<file path="src/rtl/core/smfb_pkg.sv">
`default_nettype none

package smfb_pkg;

   // table size default
   localparam int MAX_SERVOS_DEF = 8;

   // frame constants
   localparam logic [7:0]  HDR_BYTE    = 8'h55;
   localparam logic [7:0]  CMD_MOVE    = 8'h03;
   localparam logic [7:0]  LEN_BASE    = 8'h05;
   localparam logic [15:0] ANGLE_RESET = 16'd1500;
   localparam logic [3:0]  COUNT_RESET = 4'd6;

   // header byte position of the time high byte (last header byte)
   localparam logic [2:0]  HDR_LAST    = 3'd6;

   typedef enum logic [1:0] {
      OP_ANGLE = 2'd0,
      OP_ID    = 2'd1,
      OP_SEND  = 2'd2
   } op_type;

   typedef enum logic [1:0] {
      ST_IDLE,
      ST_HEAD,
      ST_BODY
   } state_type;

   typedef enum logic [1:0] {
      PH_ID,
      PH_ALO,
      PH_AHI
   } phase_type;

endpackage

`default_nettype wire

</file>
<file path="src/rtl/core/smfb_ram.sv">
`default_nettype none

module smfb_ram #(
   parameter int WIDTH = 8,
   parameter int DEPTH = 8,
   localparam int AW   = (DEPTH > 1) ? $clog2(DEPTH) : 1
) (
   input  wire logic             clock,
   input  wire logic             wr_en,
   input  wire logic [AW-1:0]    wr_addr,
   input  wire logic [WIDTH-1:0] wr_data,
   input  wire logic [AW-1:0]    rd_addr,
   output logic      [WIDTH-1:0] rd_data
);

   logic [WIDTH-1:0] mem_ff [DEPTH];
   logic [WIDTH-1:0] rd_data_ff;

   always_ff @(posedge clock) begin
      if (wr_en) begin
         mem_ff[wr_addr] <= wr_data;
      end
      rd_data_ff <= mem_ff[rd_addr];
   end

   assign rd_data = rd_data_ff;

endmodule

`default_nettype wire

</file>
<file path="src/rtl/core/servo_move_frame_builder_top.sv">
// Channel  Dir  Transfer when             Payload
// req      in   req_tvalid & req_tready   tuser: op; tdata: slot, servo_id, angle, move_time
// rsp      out  rsp_tvalid & rsp_tready   tdata: frame byte; tlast: final byte of frame
// csr      in   csr_we                    csr_wdata: servo_count
//
// Load items are taken whenever req_tready is high; req_tready stays high while no frame is being built.
// A send is accepted, then 7 + 3*n frame bytes follow at one byte per cycle while rsp_tready
// is high (n = servo_count, saturated to MAX_SERVOS): 25 bytes for six servos. Bytes come
// from the byte sequencer through the single output register.
// Reset (synchronous, active high) sets all angles to 1500 via per-slot valid bits
// and servo_count to 6; no clearing pass is needed. ID entries hold garbage until written.
// Backpressure on rsp freezes the sequencer; the table read address holds, so the
// registered RAM data stays valid across stalls.
`default_nettype none

module servo_move_frame_builder_top import smfb_pkg::*; #(
   parameter int MAX_SERVOS = MAX_SERVOS_DEF
) (
   input  wire logic        clock,
   input  wire logic        reset,
   // request stream
   input  wire logic        req_tvalid,
   output logic             req_tready,
   input  wire logic [47:0] req_tdata,  // [2:0] slot, [10:3] servo_id,
                                        // [26:11] angle_value, [42:27] move_time
   input  wire logic [1:0]  req_tuser,  // [1:0] op
   // response stream
   output logic             rsp_tvalid,
   input  wire logic        rsp_tready,
   output logic [7:0]       rsp_tdata,  // [7:0] frame_byte
   output logic             rsp_tlast,  // last_byte
   // servo_count register
   input  wire logic        csr_we,
   input  wire logic [3:0]  csr_wdata
);

   localparam int AW = (MAX_SERVOS > 1) ? $clog2(MAX_SERVOS) : 1;

   // request fields
   logic [2:0]  req_slot;
   logic [7:0]  req_id;
   logic [15:0] req_angle;
   logic [15:0] req_time;

   assign req_slot  = req_tdata[2:0];
   assign req_id    = req_tdata[10:3];
   assign req_angle = req_tdata[26:11];
   assign req_time  = req_tdata[42:27];

   // state
   state_type        state_ff, state_in;
   logic [2:0]       hdr_ff, hdr_in;
   phase_type        phase_ff, phase_in;
   logic [AW-1:0]    slot_ff, slot_in;
   logic             last_slot_ff, last_slot_in;
   logic [15:0]      time_ff, time_in;
   logic [15:0]      hold_ff, hold_in;
   logic [3:0]       count_ff;
   logic [MAX_SERVOS-1:0] angle_vld_ff;
   logic             rd_vld_ff;
   logic             rsp_valid_ff, rsp_valid_in;
   logic [7:0]       rsp_data_ff, rsp_data_in;
   logic             rsp_last_ff, rsp_last_in;

   logic             req_xfer;
   logic             send_xfer;
   logic             slot_ok;
   logic             wr_angle;
   logic             wr_id;
   logic             out_load;
   logic [7:0]       n_cnt;
   logic [7:0]       len_byte;
   logic             slot_last;
   logic [15:0]      rd_angle;
   logic [15:0]      rd_angle_eff;
   logic [7:0]       rd_id;
   logic [7:0]       hdr_byte;

   assign req_tready = (state_ff == ST_IDLE);
   assign req_xfer   = req_tvalid && req_tready;
   assign send_xfer  = req_xfer && (req_tuser == OP_SEND);
   assign slot_ok    = (8'(req_slot) < 8'(MAX_SERVOS));
   assign wr_angle   = req_xfer && (req_tuser == OP_ANGLE) && slot_ok;
   assign wr_id      = req_xfer && (req_tuser == OP_ID) && slot_ok;

   // output register takes a new byte when empty or being drained
   assign out_load = !rsp_valid_ff || rsp_tready;

   // effective count, saturated to table size; length = 5 + 3n
   assign n_cnt     = ({4'b0, count_ff} > 8'(MAX_SERVOS)) ? 8'(MAX_SERVOS) : {4'b0, count_ff};
   assign len_byte  = LEN_BASE + n_cnt + {n_cnt[6:0], 1'b0};
   assign slot_last = (8'(slot_ff) == (n_cnt - 8'd1));

   // unwritten angle entries read as the reset value
   assign rd_angle_eff = rd_vld_ff ? rd_angle : ANGLE_RESET;

   // tables: read address follows the slot pointer
   smfb_ram #(
      .WIDTH (16),
      .DEPTH (MAX_SERVOS)
   ) u_angle_ram (
      .clock   (clock),
      .wr_en   (wr_angle),
      .wr_addr (AW'(req_slot)),
      .wr_data (req_angle),
      .rd_addr (slot_ff),
      .rd_data (rd_angle)
   );

   smfb_ram #(
      .WIDTH (8),
      .DEPTH (MAX_SERVOS)
   ) u_id_ram (
      .clock   (clock),
      .wr_en   (wr_id),
      .wr_addr (AW'(req_slot)),
      .wr_data (req_id),
      .rd_addr (slot_ff),
      .rd_data (rd_id)
   );

   // header byte select
   always_comb begin
      case (hdr_ff)
         3'd0:    hdr_byte = HDR_BYTE;
         3'd1:    hdr_byte = HDR_BYTE;
         3'd2:    hdr_byte = len_byte;
         3'd3:    hdr_byte = CMD_MOVE;
         3'd4:    hdr_byte = n_cnt;
         3'd5:    hdr_byte = time_ff[7:0];
         default: hdr_byte = time_ff[15:8];
      endcase
   end

   // next state
   always_comb begin
      state_in = state_ff;
      case (state_ff)
         ST_IDLE: begin
            if (send_xfer) state_in = ST_HEAD;
         end
         ST_HEAD: begin
            if (out_load && (hdr_ff == HDR_LAST)) begin
               state_in = (n_cnt == 8'd0) ? ST_IDLE : ST_BODY;
            end
         end
         ST_BODY: begin
            if (out_load && (phase_ff == PH_AHI) && last_slot_ff) state_in = ST_IDLE;
         end
         default: state_in = ST_IDLE;
      endcase
   end

   // sequencer datapath and output register
   always_comb begin
      hdr_in       = hdr_ff;
      phase_in     = phase_ff;
      slot_in      = slot_ff;
      last_slot_in = last_slot_ff;
      time_in      = time_ff;
      hold_in      = hold_ff;
      rsp_valid_in = rsp_valid_ff && !rsp_tready;
      rsp_data_in  = rsp_data_ff;
      rsp_last_in  = rsp_last_ff;
      case (state_ff)
         ST_IDLE: begin
            if (send_xfer) begin
               time_in  = req_time;
               hdr_in   = 3'd0;
               phase_in = PH_ID;
               slot_in  = '0;
            end
         end
         ST_HEAD: begin
            if (out_load) begin
               rsp_valid_in = 1'b1;
               rsp_data_in  = hdr_byte;
               rsp_last_in  = (hdr_ff == HDR_LAST) && (n_cnt == 8'd0);
               hdr_in       = hdr_ff + 3'd1;
            end
         end
         ST_BODY: begin
            if (out_load) begin
               rsp_valid_in = 1'b1;
               case (phase_ff)
                  PH_ID: begin
                     // RAM data is for the current slot; advance the pointer now so
                     // the next slot's data is ready when its ID byte is due
                     rsp_data_in  = rd_id;
                     rsp_last_in  = 1'b0;
                     hold_in      = rd_angle_eff;
                     last_slot_in = slot_last;
                     if (!slot_last) slot_in = slot_ff + AW'(1);
                     phase_in     = PH_ALO;
                  end
                  PH_ALO: begin
                     rsp_data_in = hold_ff[7:0];
                     rsp_last_in = 1'b0;
                     phase_in    = PH_AHI;
                  end
                  default: begin
                     rsp_data_in = hold_ff[15:8];
                     rsp_last_in = last_slot_ff;
                     phase_in    = PH_ID;
                  end
               endcase
            end
         end
         default: ;
      endcase
   end

   // control registers
   always_ff @(posedge clock) begin
      if (reset) begin
         state_ff     <= ST_IDLE;
         rsp_valid_ff <= 1'b0;
         count_ff     <= COUNT_RESET;
         angle_vld_ff <= '0;
      end else begin
         state_ff     <= state_in;
         rsp_valid_ff <= rsp_valid_in;
         if (csr_we) count_ff <= csr_wdata;
         if (wr_angle) angle_vld_ff[AW'(req_slot)] <= 1'b1;
      end
   end

   // payload registers
   always_ff @(posedge clock) begin
      hdr_ff       <= hdr_in;
      phase_ff     <= phase_in;
      slot_ff      <= slot_in;
      last_slot_ff <= last_slot_in;
      time_ff      <= time_in;
      hold_ff      <= hold_in;
      rsp_data_ff  <= rsp_data_in;
      rsp_last_ff  <= rsp_last_in;
      rd_vld_ff    <= angle_vld_ff[slot_ff];  // aligned with the RAM read
   end

   assign rsp_tvalid = rsp_valid_ff;
   assign rsp_tdata  = rsp_data_ff;
   assign rsp_tlast  = rsp_last_ff;

endmodule

`default_nettype wire

</file>
<file path="config.mk">
export PLATFORM = sky130hd
export DESIGN_NAME = servo_move_frame_builder_top
export DESIGN_NICKNAME = d
export VERILOG_FILES = /design/src/rtl/core/smfb_pkg.sv /design/src/rtl/core/smfb_ram.sv /design/src/rtl/core/servo_move_frame_builder_top.sv
export SDC_FILE = /design/constraint.sdc
export NUM_CORES = 1
export LEC_CHECK = 0
export BUFFER_PORTS_ARGS = -buffer_cell sky130_fd_sc_hd__buf_2
export CAP_MARGIN = 15
export CORE_ASPECT_RATIO = 0.75
export CORE_MARGIN = 2
export CORE_UTILIZATION = 50
export CTS_CLUSTER_DIAMETER = 30
export DETAILED_ROUTE_END_ITERATION = 10
export GPL_TIMING_DRIVEN = 1
export PLACE_DENSITY = 0.7
export SLEW_MARGIN = 20
export SYNTH_ARGS = -nofsm -noshare
export SYNTH_HDL_FRONTEND = slang
export SYNTH_SLANG_ARGS = --single-unit
</file>
<file path="constraint.sdc">
create_clock -name clock -period 5 [get_ports clock]
set_clock_uncertainty 0.1 [all_clocks]
set_input_delay 1 -clock clock [delete_from_list [all_inputs] [get_ports clock]]
set_output_delay 1 -clock clock [all_outputs]
set_load 0.02 [all_outputs]
</file>
== Word-level counts from Yosys, hierarchy flattened ==
Memory sizes are Yosys's and may differ from the RTL's. A register that Yosys moved wholly into a read port is not among the register bits.
Cells that the tools add are included.
Storage, ports and cells
  memories kept: 2
  output and inout port bits: 11
  register bits: 66
  word-level logic and storage cells: 112
  input port bits: 59
  bits in writable memories: 192
Cells by class
  $lt $le $gt $ge: 4
  multiplexer cells: 36
  equality and inequality tests: 20
  bitwise operators: 1
  $add $sub $neg: 5
  reduce and logical (&&, ||, !) cells: 31
Memories
  u_angle_ram.mem_ff: depth 8, bits a word 16, read ports 1, clocked after Yosys merged registers in 1, wr ports 1, line smfb_ram.sv:16  | logic [WIDTH-1:0] mem_ff [DEPTH];
  u_id_ram.mem_ff: depth 8, bits a word 8, read ports 1, clocked after Yosys merged registers in 1, wr ports 1, line smfb_ram.sv:16
Operator list (count)
  $pmux W8 S5: 1
  $pmux W8 S2: 2
  $mux W8: 2
  $mux W3: 5
  $reduce_and A3 Y1: 5
  $mux W2: 6
  $ne A2 B2 Y1 const B: 6
  $pmux W3 S2: 2
  $mux W1: 11
  $logic_and A1 B1 Y1: 10
  $eq A3 B3 Y1 const B: 3
  $eq A3 B8 Y1: 1
  $logic_not A8 Y1: 1
  $lt A3 B4 Y1 const B: 2
  $or A8 B8 Y8: 1
  $pmux W2 S2: 2
  $add A3 B1 Y3 const B: 2
  $add A5 B5 Y6: 1
  $eq A2 B1 Y1 const B: 3
  $eq A2 B2 Y1 const B: 3
  $eq A3 B2 Y1 const B: 2
  $logic_not A2 Y1: 3
  $pmux W2 S3: 1
  $reduce_bool A2 Y1: 3
  other kinds (16): 19

== Depth between registers and ports, before layout ==
Gate-level depths: netlist (run 1).
  depth in word-level cells: 8
  depth in mapped cells: 9
  mapped depth without buffers: 8

== Cells and area by module ==
From an unflattened synthesis (run 1), not the netlist that was laid out.
Unflattened totals
  cells, all modules: 607
  area, all modules: 11279.6 µm²
Modules (own cells, without submodules)
  smfb_ram at u_angle_ram: cells an instance 214, area each 5293.8 µm², sequential area each 4164.0 µm², instances 1
  servo_move_frame_builder_top: cells an instance 279, area each 3294.4 µm², sequential area each 1821.7 µm², instances 1
  smfb_ram at u_id_ram: cells an instance 114, area each 2691.3 µm², sequential area each 2082.0 µm², instances 1

== Least setup slack after synthesis (run 1) ==
Ideal clock, no wire load.
  kind: input to register
  from: input port req_tuser[1]
  to: memory u_angle_ram.mem_ff[0][0] (enable)
  buffers on the path: 0
  cell stages on the path: 3
  path slack: 1958 ps
  library setup time: 409 ps
  data arrival time: 2532 ps
  cells stage by stage: and4bb_2 -> nand2b_1 -> nor3_1
Between the ends
  cells in the longest elaborated chain, start to end: 4
RTL lines
  start: declaration: line servo_move_frame_builder_top.sv:26  | input wire logic [1:0] req_tuser,
  $logic_not A2 Y1: line servo_move_frame_builder_top.sv:83  | assign wr_angle = req_xfer && (req_tuser == OP_ANGLE) && slot_ok;
  $logic_and A1 B1 Y1: line servo_move_frame_builder_top.sv:83
  $mux W1: line smfb_ram.sv:20  | if (wr_en) begin
  $mux W1 (implied by the code): line smfb_ram.sv:21  | mem_ff[wr_addr] <= wr_data;
  end: declaration: line smfb_ram.sv:16
Every way passes these cells.

== Worst setup path after layout (run 1) ==
  from: register count_ff[3]
  to: register rsp_data_ff[5], in the netlist rsp_tdata[5] (data pin)
Between the ends
  cells in the longest elaborated chain, start to end: 7
RTL lines
  start: declaration: line servo_move_frame_builder_top.sv:58  | logic [3:0] count_ff;
  start signal: assignment: line servo_move_frame_builder_top.sv:223  | if (csr_we) count_ff <= csr_wdata;
  $gt A4 B4 Y1: line servo_move_frame_builder_top.sv:90  | assign n_cnt = ({4'b0, count_ff} > 8'(MAX_SERVOS)) ? 8'(MAX_SERVOS) : {4'b0, count_ff};
  $mux W4 *: line servo_move_frame_builder_top.sv:90
  $add A3 B4 Y5: line servo_move_frame_builder_top.sv:91  | assign len_byte = LEN_BASE + n_cnt + {n_cnt[6:0], 1'b0};
  $add A5 B5 Y6 *: line servo_move_frame_builder_top.sv:91
  $pmux W8 S5 *: line servo_move_frame_builder_top.sv:124  | case (hdr_ff)
  $mux W8 *: line servo_move_frame_builder_top.sv:175  | if (out_load) begin
  $pmux W8 S2 *: line servo_move_frame_builder_top.sv:165  | case (state_ff)
  named net rsp_data_in[5]: line servo_move_frame_builder_top.sv:62  | logic [7:0] rsp_data_ff, rsp_data_in;
  end signal: assignment: line servo_move_frame_builder_top.sv:236  | rsp_data_ff <= rsp_data_in;
  end: declaration: line servo_move_frame_builder_top.sv:62
Mark *: on every way through the listed nets, which the timed path passes. The rest lies on a longest branch. The select of a mux whose other input is x is not followed.
A chain may end at the register's enable or synchronous reset.

==> run metrics, run 1 <==
result of the run complete, no violations; starting density of the core 51.0%; Peak Freq 363 MHz; fraction of the yosys area taken by sequential cells 71.8%; wire length of the first global-routing pass 32700 microns; share of cells above drive strength 1 24.4%; synthesized-area fraction occupied by and/or/nand/nor cells 5.87%; HPWL after DPL 12700 microns; data arrival time of the critical path 2.87 ns; total congestion overflow after global routing 0; slew margin rel. 26.9%; initial DRC count 412; area of the mapped netlist 0.0112 sq mm; CTS root buffer sky130_fd_sc_hd__clkbuf_16; First-pass DRT Iterations 4; pwr/cell area 501 mW/mm^2; clock-pin slew reported for the worst setup and hold paths after clock tree synthesis 0.05 ns; Worst Setup Path Type flop to flop; Mean Syn Cell Area 18.5 sq um; Clock Sinks 282; routed wire length 21000 microns; number of gates resized after CTS 0; multiplexer area fraction after synthesis 15.1%; instance count of the mapped netlist 608; utilization of the core after routing 59.6%; number of max-cap violations 0; final hold violations 0; most used cells in the layout excluding fill and tap cells 242 x sky130_fd_sc_hd__edfxtp_1, 64 x sky130_fd_sc_hd__buf_2, 49 x sky130_fd_sc_hd__mux4_1; sum of negative setup slack 0 ns; buffer count from post-CTS setup fixing 0; maximum number of pins on one net before global-route repair 53; Post-route DRC 0; overall global routing resource usage 18.5%; VDD IR max 0.285 mV; number of buffers inserted by hold repair at cts 0; area growth from synthesis to final layout 17.0%; number of port buffers 64; vias per std cell 5.49; flop and latch count out of synthesis 282; Worst Path Max Fanout 10; leakage power figure 4.64 nW; synthesized net count 683; Core Box Area 0.0221 sq mm; via count of the first global-routing pass 5732; number of placement rows 47; share of synthesized registers carrying an async set or reset 0%; number of nets in the finished design 769; CP startpoint kind flop; I/O Pins 70; maximum count of clock buffers along a single path 3; TritonCTS Buffers 38; unrepaired setup endpoints after global routing false; CP endpoint kind flop; slew of the pin with the lowest slew margin 1.10 ns; most common library cell in the layout ignoring fill and taps sky130_fd_sc_hd__edfxtp_1; Period Utilization, post-route 55.0%; warning count from the yosys run 0; parity-gate share of the synthesized area counting xor and xnor cells 0.468%; required time worst endpoint 5.12 ns; Post-DRT Antenna Nets 0; final setup vio count 0; compound-cell area share of the yosys netlist 3.21%; vias after detailed routing 5593; final worst path period need 2.75 ns; placer congestion estimate 0.842; combinational family with the most area after synthesis multiplexers; height of the die 134 microns; Yosys cell types 51; most used flip-flop cell after synthesis sky130_fd_sc_hd__edfxtp_1; number of max-slew violations in the final report 0; class of the tightest hold or removal check flop to flop; insertion delay of the later-clocked pin in the worst-skew pair 0.51 ns; total die area 0.0237 sq mm; maximum level of the CTS H-tree 2; wire length per cell 20.6 microns; number of synthesized flops with an enable pin 242; post-synthesis share of cell area spent on full adders, half adders and majority gates 1.85%; antenna violations before repair 1; TritonCTS clock tree done; width of the chip 177 microns
critical path: stages (launching register included):
cell and delay, ns:
sky130_fd_sc_hd__dfxtp_1 0.40, sky130_fd_sc_hd__nand2b_1 0.32, sky130_fd_sc_hd__ha_1 0.34, sky130_fd_sc_hd__inv_1 0.05, sky130_fd_sc_hd__fa_1 0.45, sky130_fd_sc_hd__nand3_1 0.11, sky130_fd_sc_hd__nor2_1 0.05, sky130_fd_sc_hd__a2111oi_0 0.57
sky130_fd_sc_hd__a21oi_1 0.08
cells in the mapped netlist (all sizes together) (3+ instances only):
library cell  number  area (sq um)
inv               10          37.5
nor2              34           128
o31ai              7          57.6
nor2b              9          56.3
nand2b            15          93.8
buf               13           101
a21oi              8          40.0
dfxtp             40           801
o21ba              4          40.0
mux4              50          1310
ha                15           188
nand3              3          15.0
edfxtp           242          7270
and3               3          18.8
mux2              25           282
nor3               6          35.0
a31oi              3          18.8
a211oi             4          30.0
nand2             27           101
o21ai             15          75.1
xnor2              4          35.0
clkbuf            16          60.1
nand4              4          25.0
mux2i             10           100
and2              14          87.6
registers in the layout, indices dropped and copies added, names as in the netlist:
register and count:
u_id_ram.rd_data 8, hold_ff 16, slot_ff 3, rsp_tvalid 1, rd_vld_ff 1, state_ff 2
rsp_tdata 8, time_ff 16, u_id_ram.mem_ff 64, u_angle_ram.rd_data 16, last_slot_ff 1, count_ff 4
rsp_tlast 1, phase_ff 2, u_angle_ram.mem_ff 128, angle_vld_ff 8, hdr_ff 3
path summary, 6_finish.rpt:
| kind | from | endpoint | slack [ns] | cells past startpoint |
|---|---|---|---|---|
| worst max-delay path | count_ff[3]$_SDFFE_PP0P_ | rsp_tdata[5]$_DFFE_PP_ | 2.25 | 8 |
| worst min-delay path | angle_vld_ff[5]$_SDFFE_PP0P_ | angle_vld_ff[5]$_SDFFE_PP0P_ | 0.37 | 1 |
| worst max register to register | count_ff[3]$_SDFFE_PP0P_ | rsp_tdata[5]$_DFFE_PP_ | 2.25 | 8 |
| worst min register to register | angle_vld_ff[5]$_SDFFE_PP0P_ | angle_vld_ff[5]$_SDFFE_PP0P_ | 0.37 | 1 |
routing by layer:
layer	part of all wire (%)	GRT usage, %	vias up
met2	47	29.0	146
li1	-	-	2611
met3	6.0	4.22	42
met1	44	26.1	2794
met5	0	0	-
met4	2.1	5.56	0
cells by family after synthesis:
family,count (synthesis)
fa+ha+maj,16
compound gates,53
xor+xnor,6
mux,85
buf+inv,39
simple gates,127
flops,282
layout make-up:
| cell class | instances | area, sq um |
|---|---|---|
| diodes | 1 | 2.50 |
| multi-input cells | 287 | 3000 |
| clock buffers | 46 | 1040 |
| well taps | 294 | 368 |
| flip-flops and latches | 282 | 8070 |
| inverters | 10 | 37.5 |
| repair buffers | 75 | 403 |
| clock inverters | 24 | 218 |
| fillers | 1619 | 8910 |
report_power, final:
group | total (W) | switching [W] | internal [W] | leakage [nW]
registers | 0.00288 | 0.000105 | 0.00278 | 2.50
clock network | 0.00260 | 0.000988 | 0.00161 | 0.603
logic | 0.00110 | 0.000591 | 0.000508 | 1.53
total | 0.00659 | 0.00168 | 0.00490 | 4.64
metrics by stage:
stage,power (W),cells,hold slack [ns],instance area [sq um],setup WS (ns)
2_1_floorplan,0.00374,608,0.329,11200,1.96
3_3_place_gp,0.00400,948,0.350,11900,2.04
3_5_place_dp,0.00404,948,0.363,11900,1.93
4_1_cts,0.00666,1018,0.375,13100,2.19
5_1_grt,0.00688,1018,0.389,13100,2.11
6_report,0.00659,1019,0.371,13100,2.25
No activity file was read; power rests on OpenSTA's default activity.
==> run 2, diff against run 1 <==
ABC_AREA = 1   (was not set)
clock period = 2.72 ns   (was 5 ns; I/O delays follow)
==> run metrics, run 2 <==
I/O Pins 70 (unchanged); Mean Syn Cell Area 11.6 sq um (-37%); unrepaired setup endpoints after global routing false; beginning of the worst hold path req_tdata[35]; most common library cells after synthesis 242 x sky130_fd_sc_hd__edfxtp_1, 195 x sky130_fd_sc_hd__nand2_1, 133 x sky130_fd_sc_hd__nor2_1, 64 x sky130_fd_sc_hd__o21ai_0, 60 x sky130_fd_sc_hd__inv_1; Peak Freq 424 MHz (+17%); biggest regs u_angle_ram.mem_ff x128, u_id_ram.mem_ff x64; Core Box Area 0.0222 sq mm (+0.53%); class of the tightest hold or removal check primary input to flop; instance count of the mapped netlist 975 (+60%); highest-delay cell along the critical path sky130_fd_sc_hd__fa_1; Post-DRT Antenna Nets 0 (unchanged); HPWL after DPL 14200 microns (+12%); CP startpoint kind flop; utilization of the core after routing 59.8% (+0.16 points); most common library cell in the layout ignoring fill and taps sky130_fd_sc_hd__edfxtp_1; number of max-cap violations 0 (unchanged); worst reg2reg endpoint rsp_tdata[2]$_DFFE_PP_; height of the die 134 microns (+0.37%); width of the chip 178 microns (+0.38%); Period Utilization, post-route 86.7% (+32 points); most frequent cell on the critical path sky130_fd_sc_hd__nand2_1; TritonCTS Buffers 40 (+5.3%); Antenna diodes 0 (-1); TritonCTS clock tree done; result of the run complete, no violations; Worst Path Max Fanout 9 (-1); maximum level of the CTS H-tree 2 (unchanged); maximum count of clock buffers along a single path 3 (unchanged); VDD IR max 0.651 mV (+130%); area growth from synthesis to final layout 17.0% (about the same); number of max-slew violations in the final report 0 (unchanged); max FFs per register 128 (unchanged); worst path bufs/invs 2 (+1); fraction of the yosys area taken by sequential cells 71.2% (-0.55 points); top cell type's share of synthesized area 64.2% (-0.49 points); area of the mapped netlist 0.0113 sq mm (+0.77%); buffer count from post-CTS setup fixing 0 (unchanged); hold worst-path end time_ff[8]$_DFFE_PP_; cell depth of the worst min-delay path 1 (unchanged); number of buffers inserted by hold repair at cts 0 (unchanged); CP endpoint kind flop; wire length per cell 17.3 microns (-16%); total congestion overflow after global routing 0 (unchanged); sum of negative setup slack 0 ns (unchanged); routed wire length 24000 microns (+15%); worst-path cell chain inv_2 -> nand2_1 -> ha_1 -> inv_1 -> fa_1 -> a21oi_1 -> nand3_1 -> nand2_1 -> nand2_1; pwr/cell area 1080 mW/mm^2 (+120%); number of placement rows 47 (unchanged); maximum number of pins on one net before global-route repair 101 (+91%); wire length of the first global-routing pass 37700 microns (+15%); vias per std cell 5.33 (-2.9%); Yosys cell types 33 (-35%); leakage power figure 5.16 nW (+11%); number of synthesized flops with an enable pin 242 (unchanged); share of synthesized registers carrying an async set or reset 0% (unchanged); required time worst endpoint 2.88 ns (-2.24 ns); final setup vio count 0 (unchanged); origin of the critical flop-to-flop path count_ff[3]$_SDFFE_PP0P_; slew margin rel. 60.1% (+33 points); layout filler cell count 1756 (+8.5%); register-to-register setup slack 0.36 ns (-1.89 ns); Worst Setup Path Type flop to flop; number of port buffers 64 (unchanged); number of nets in the finished design 1139 (+48%); CTS root buffer sky130_fd_sc_hd__clkbuf_16; insertion delay of the later-clocked pin in the worst-skew pair 0.51 ns (about the same); post-detailed-placement cell area 0.0120 sq mm (+0.99%); Clock Sinks 282 (unchanged); most used cells in the layout excluding fill and tap cells 242 x sky130_fd_sc_hd__edfxtp_1, 195 x sky130_fd_sc_hd__nand2_1, 133 x sky130_fd_sc_hd__nor2_1; number of gates resized after CTS 0 (unchanged); flop and latch count out of synthesis 282 (unchanged); worst slack, placed 0.412 ns (-1.51 ns); synthesized net count 1050 (+54%); Critical Path Max Stage Delay 0.47 ns (-0.10 ns); via count of the first global-routing pass 7135 (+24%); vias after detailed routing 7391 (+32%); overall global routing resource usage 20.7% (+2.2 points); Final Instance Area 0.0133 sq mm (+0.80%); cell count of the worst reg-to-reg path 9 (+1); final hold violations 0 (unchanged); worst slack on hold paths 0.112 ns (-0.259 ns); final worst setup slack 0.360 ns (-1.89 ns); Post-route DRC 0 (unchanged); data arrival time of the critical path 2.52 ns (-0.35 ns); initial DRC count 708 (+72%); most used flip-flop cell after synthesis sky130_fd_sc_hd__edfxtp_1; register bank with the most flops u_angle_ram.mem_ff; starting density of the core 51.1% (+0.12 points); First-pass DRT Iterations 5 (+1); leading cell type by number of instances after synthesis sky130_fd_sc_hd__edfxtp_1; warning count from the yosys run 0 (unchanged); slew of the pin with the lowest slew margin 0.599 ns (-0.496 ns); share of cells above drive strength 1 16.1% (-8.3 points); placer congestion estimate 0.843 (about the same); post-synth top area cell sky130_fd_sc_hd__edfxtp_1; final worst path period need 2.36 ns (-0.392 ns); largest delay contributor family on the critical path adder cells; total die area 0.0239 sq mm (+0.75%); antenna violations before repair 1 (unchanged); synth top area cells sky130_fd_sc_hd__edfxtp_1 64%, sky130_fd_sc_hd__dfxtp_1 7.1%, sky130_fd_sc_hd__nand2_1 6.5%, sky130_fd_sc_hd__nor2_1 4.4%, sky130_fd_sc_hd__o21ai_0 2.8%; clock-pin slew reported for the worst setup and hold paths after clock tree synthesis 0.05 ns (about the same)
[run 2: layout make-up]
class | count | area, sq um | area share [%]
flip-flops and latches | 282 | 8070 | 60.9
multi-input cells | 574 | 2720 | 20.5
clock buffers | 53 | 1120 | 8.47
repair buffers | 94 | 571 | 4.31
well taps | 294 | 368 | 2.78
inverters | 72 | 270 | 2.04
clock inverters | 18 | 135 | 1.02
[run 2: layer usage]
layer	up-vias	GRT usage, %	part of all wire (%)
met5	-	0	0.046
met4	2	6.01	1.9
met3	48	4.59	7.7
met2	231	31.6	45
met1	3515	29.9	45
li1	3595	-	-
[run 2: logic make-up after synthesis]
logic type	count (synthesis)	share of synthesized area, %
flops	282	71.2
xor+xnor	1	0.0774
fa+ha+maj	16	1.83
simple gates	377	13.5
buf+inv	119	4.77
compound gates	180	8.61
[run 2: how the worst max path moves through the flow]
stage	start	to	slack [ns]	depth (start not counted)
floorplan	state_ff[0]$_SDFFE_PP0P_	u_id_ram.mem_ff[1][0]$_DFFE_PP_	0.28	6
global placement	count_ff[3]$_SDFFE_PP0P_	rsp_tdata[2]$_DFFE_PP_	0.47	9
detailed placement	count_ff[3]$_SDFFE_PP0P_	rsp_tdata[2]$_DFFE_PP_	0.41	9
CTS	count_ff[3]$_SDFFE_PP0P_	rsp_tdata[2]$_DFFE_PP_	0.39	9
global route	count_ff[3]$_SDFFE_PP0P_	rsp_tdata[2]$_DFFE_PP_	0.27	9
finish	count_ff[3]$_SDFFE_PP0P_	rsp_tdata[2]$_DFFE_PP_	0.36	9
[run 2: metrics by stage]
stage | cells | power (W)
3_5_place_dp | 1316 | 0.00957
5_1_grt | 1387 | 0.0151
2_1_floorplan | 975 | 0.00850
3_3_place_gp | 1316 | 0.00950
4_1_cts | 1387 | 0.0144
6_report | 1387 | 0.0143
[run 2: where the power goes]
part | leakage [nW] | total, W | internal (W) | switching [W]
Clock | 0.615 | 0.00479 | 0.00294 | 0.00185
Combinational | 2.02 | 0.00397 | 0.00125 | 0.00271
Sequential | 2.52 | 0.00555 | 0.00529 | 0.000264
==> run 3, diff against run 2 <==
CORE_ASPECT_RATIO = not set   (was 0.75)
==> run metrics, run 3 (same netlist as run 2, synthesis figures left out) <==
number of port buffers 64 (unchanged); HPWL after DPL 13600 microns (-4.3%); max FFs per register 128 (unchanged); final setup vio count 0 (unchanged); Internal Pwr Total 0.0105 W (+11%); Post-route DRC 0 (unchanged); worst reg2reg endpoint rsp_tdata[2]$_DFFE_PP_; I/O Pins 70 (unchanged); initial DRC count 617 (-13%); part of the power in registers 35.9% (-2.9 points); via count of the first global-routing pass 7165 (+0.42%); insertion delay of the later-clocked pin in the worst-skew pair 0.53 ns (+0.02 ns); overall global routing resource usage 20.0% (-0.70 points); final total power 0.0156 W (+8.8%); total die area 0.0239 sq mm (about the same); layout filler cell count 1691 (-3.7%); clock-pin slew reported for the worst setup and hold paths after clock tree synthesis 0.05 ns (about the same); Post-DRT Antenna Nets 0 (unchanged); biggest regs u_angle_ram.mem_ff x128, u_id_ram.mem_ff x64; share of cells above drive strength 1 17.5% (+1.4 points); total congestion overflow after global routing 0 (unchanged); register-to-register setup slack 0.50 ns (+0.14 ns); origin of the critical flop-to-flop path count_ff[3]$_SDFFE_PP0P_; CTS root buffer sky130_fd_sc_hd__clkbuf_16; wire length per cell 16.9 microns (-2.4%); number of gates resized after CTS 0 (unchanged); antenna violations before repair 1 (unchanged); slew of the pin with the lowest slew margin 0.656 ns (+0.0571 ns); pwr/cell area 1140 mW/mm^2 (+5.6%); number of nets in the finished design 1143 (+0.35%); maximum number of pins on one net before global-route repair 104 (+3.0%); vias after detailed routing 7339 (-0.70%); final worst path period need 2.22 ns (-0.144 ns); Period Utilization, post-route 81.4% (-5.3 points); number of buffers inserted by hold repair at cts 0 (unchanged); TritonCTS Buffers 49 (+23%); power spent charging and discharging nets 0.00502 W (+4.1%); vias per std cell 5.27 (-1.1%); Clock Sinks 282 (unchanged); sw frac 32.2% (-1.5 points); CP endpoint kind flop; class of the tightest hold or removal check primary input to flop; hold worst-path end time_ff[2]$_DFFE_PP_; starting density of the core 50.5% (-0.60 points); combinational cell fraction of total power 25.0% (-2.7 points); height of the die 154 microns (+15%); Core Box Area 0.0224 sq mm (+1.2%); maximum count of clock buffers along a single path 3 (unchanged); routed wire length 23600 microns (-1.9%); VDD IR max 0.538 mV (-17%); wire length of the first global-routing pass 36900 microns (-1.9%); result of the run complete, no violations; most used cells in the layout excluding fill and tap cells 242 x sky130_fd_sc_hd__edfxtp_1, 195 x sky130_fd_sc_hd__nand2_1, 133 x sky130_fd_sc_hd__nor2_1; required time worst endpoint 2.89 ns (about the same); placer congestion estimate 0.828 (-1.7%); cell count of the worst reg-to-reg path 9 (unchanged); CP startpoint kind flop; cell depth of the worst min-delay path 1 (unchanged); buffer count from post-CTS setup fixing 0 (unchanged); TritonCTS clock tree done; area growth from synthesis to final layout 20.5%; sum of negative setup slack 0 ns (unchanged); leakage power figure 5.34 nW (+3.4%); Peak Freq 451 MHz (+6.5%); most common library cell in the layout ignoring fill and taps sky130_fd_sc_hd__edfxtp_1; maximum level of the CTS H-tree 2 (unchanged); register bank with the most flops u_angle_ram.mem_ff; unrepaired setup endpoints after global routing false; number of placement rows 55 (+17%); slew margin rel. 56.2% (-3.9 points); number of max-cap violations 0 (unchanged); Worst Path Max Fanout 9 (unchanged); final hold violations 0 (unchanged); beginning of the worst hold path req_tdata[29]; Clock power frac 39.1% (+5.6 points); Worst Setup Path Type flop to flop; source of the critical timing path count_ff[3]$_SDFFE_PP0P_; data arrival time of the critical path 2.39 ns (-0.13 ns); width of the chip 154 microns (-13%); number of max-slew violations in the final report 0 (unchanged); First-pass DRT Iterations 7 (+2)
run 3: cell count changes in the layout (fill, tap and decap cells not counted), sizes merged:
cell,change
clkbuf,+2
diode,+1
clkinv,+10
buf,-5
clkinvlp,+4
inv,-3
bufinv,+6
run 3: power groups by stage:
stage          Combinational (W)  Clock (W)  Sequential [W]
6_report                 0.00389    0.00609         0.00558
5_1_grt                  0.00438    0.00639         0.00563
4_1_cts                  0.00390    0.00617         0.00559
3_5_place_dp             0.00386          0         0.00567
3_3_place_gp             0.00381          0         0.00566
2_1_floorplan            0.00289          0         0.00560
run 3: final cells by class:
cell class              instances  area (sq um)  area share [%]
multi-input cells             574          2720            19.9
flip-flops and latches        282          8070            59.1
clock inverters                35           409            3.00
repair buffers                 89           546            4.00
inverters                      72           270            1.98
well taps                     285           357            2.61
clock buffers                  55          1280            9.37
diodes                          1          2.50          0.0183
run 3: how the worst max path moves through the flow:
stage / depth (start not counted) / endpoint
floorplan: 6 / u_id_ram.mem_ff[1][0]$_DFFE_PP_
global placement: 9 / rsp_tdata[2]$_DFFE_PP_
detailed placement: 9 / rsp_tdata[2]$_DFFE_PP_
CTS: 9 / rsp_tdata[2]$_DFFE_PP_
global route: 11 / rsp_tdata[3]$_DFFE_PP_
finish: 9 / rsp_tdata[2]$_DFFE_PP_
run 3: worst max-delay path, cell delays in order (launching register included):
cell and delay [ns]:
sky130_fd_sc_hd__dfxtp_1 0.33, sky130_fd_sc_hd__inv_2 0.14, sky130_fd_sc_hd__nand2_1 0.19, sky130_fd_sc_hd__ha_1 0.33, sky130_fd_sc_hd__inv_1 0.05, sky130_fd_sc_hd__fa_1 0.46, sky130_fd_sc_hd__a21oi_1 0.15, sky130_fd_sc_hd__nand3_1 0.09
sky130_fd_sc_hd__nand2_1 0.07, sky130_fd_sc_hd__nand2_1 0.05
run 3: routing by layer:
metal | vias up | GRT usage [%] | part of all wire (%)
met5 | - | 0 | 0
met4 | 0 | 8.02 | 2.5
met3 | 41 | 4.74 | 7.0
met2 | 247 | 33.5 | 49
met1 | 3449 | 25.2 | 41
li1 | 3602 | - | -
run 3: through the flow:
| step | area, sq um | hold WS [ns] | setup slack, ns | cells | util (%) |
|---|---|---|---|---|---|
| 3_5_place_dp | 12000 | 0.356 | 0.507 | 1302 | 53.3 |
| 6_report | 13600 | 0.0951 | 0.505 | 1393 | 60.8 |
| 2_1_floorplan | 11300 | 0.329 | 0.281 | 975 | - |
| 4_1_cts | 13600 | 0.0746 | 0.495 | 1392 | 60.8 |
| 3_3_place_gp | 12000 | 0.344 | 0.539 | 1302 | 53.3 |
| 5_1_grt | 13600 | 0.0792 | 0.372 | 1392 | 60.8 |
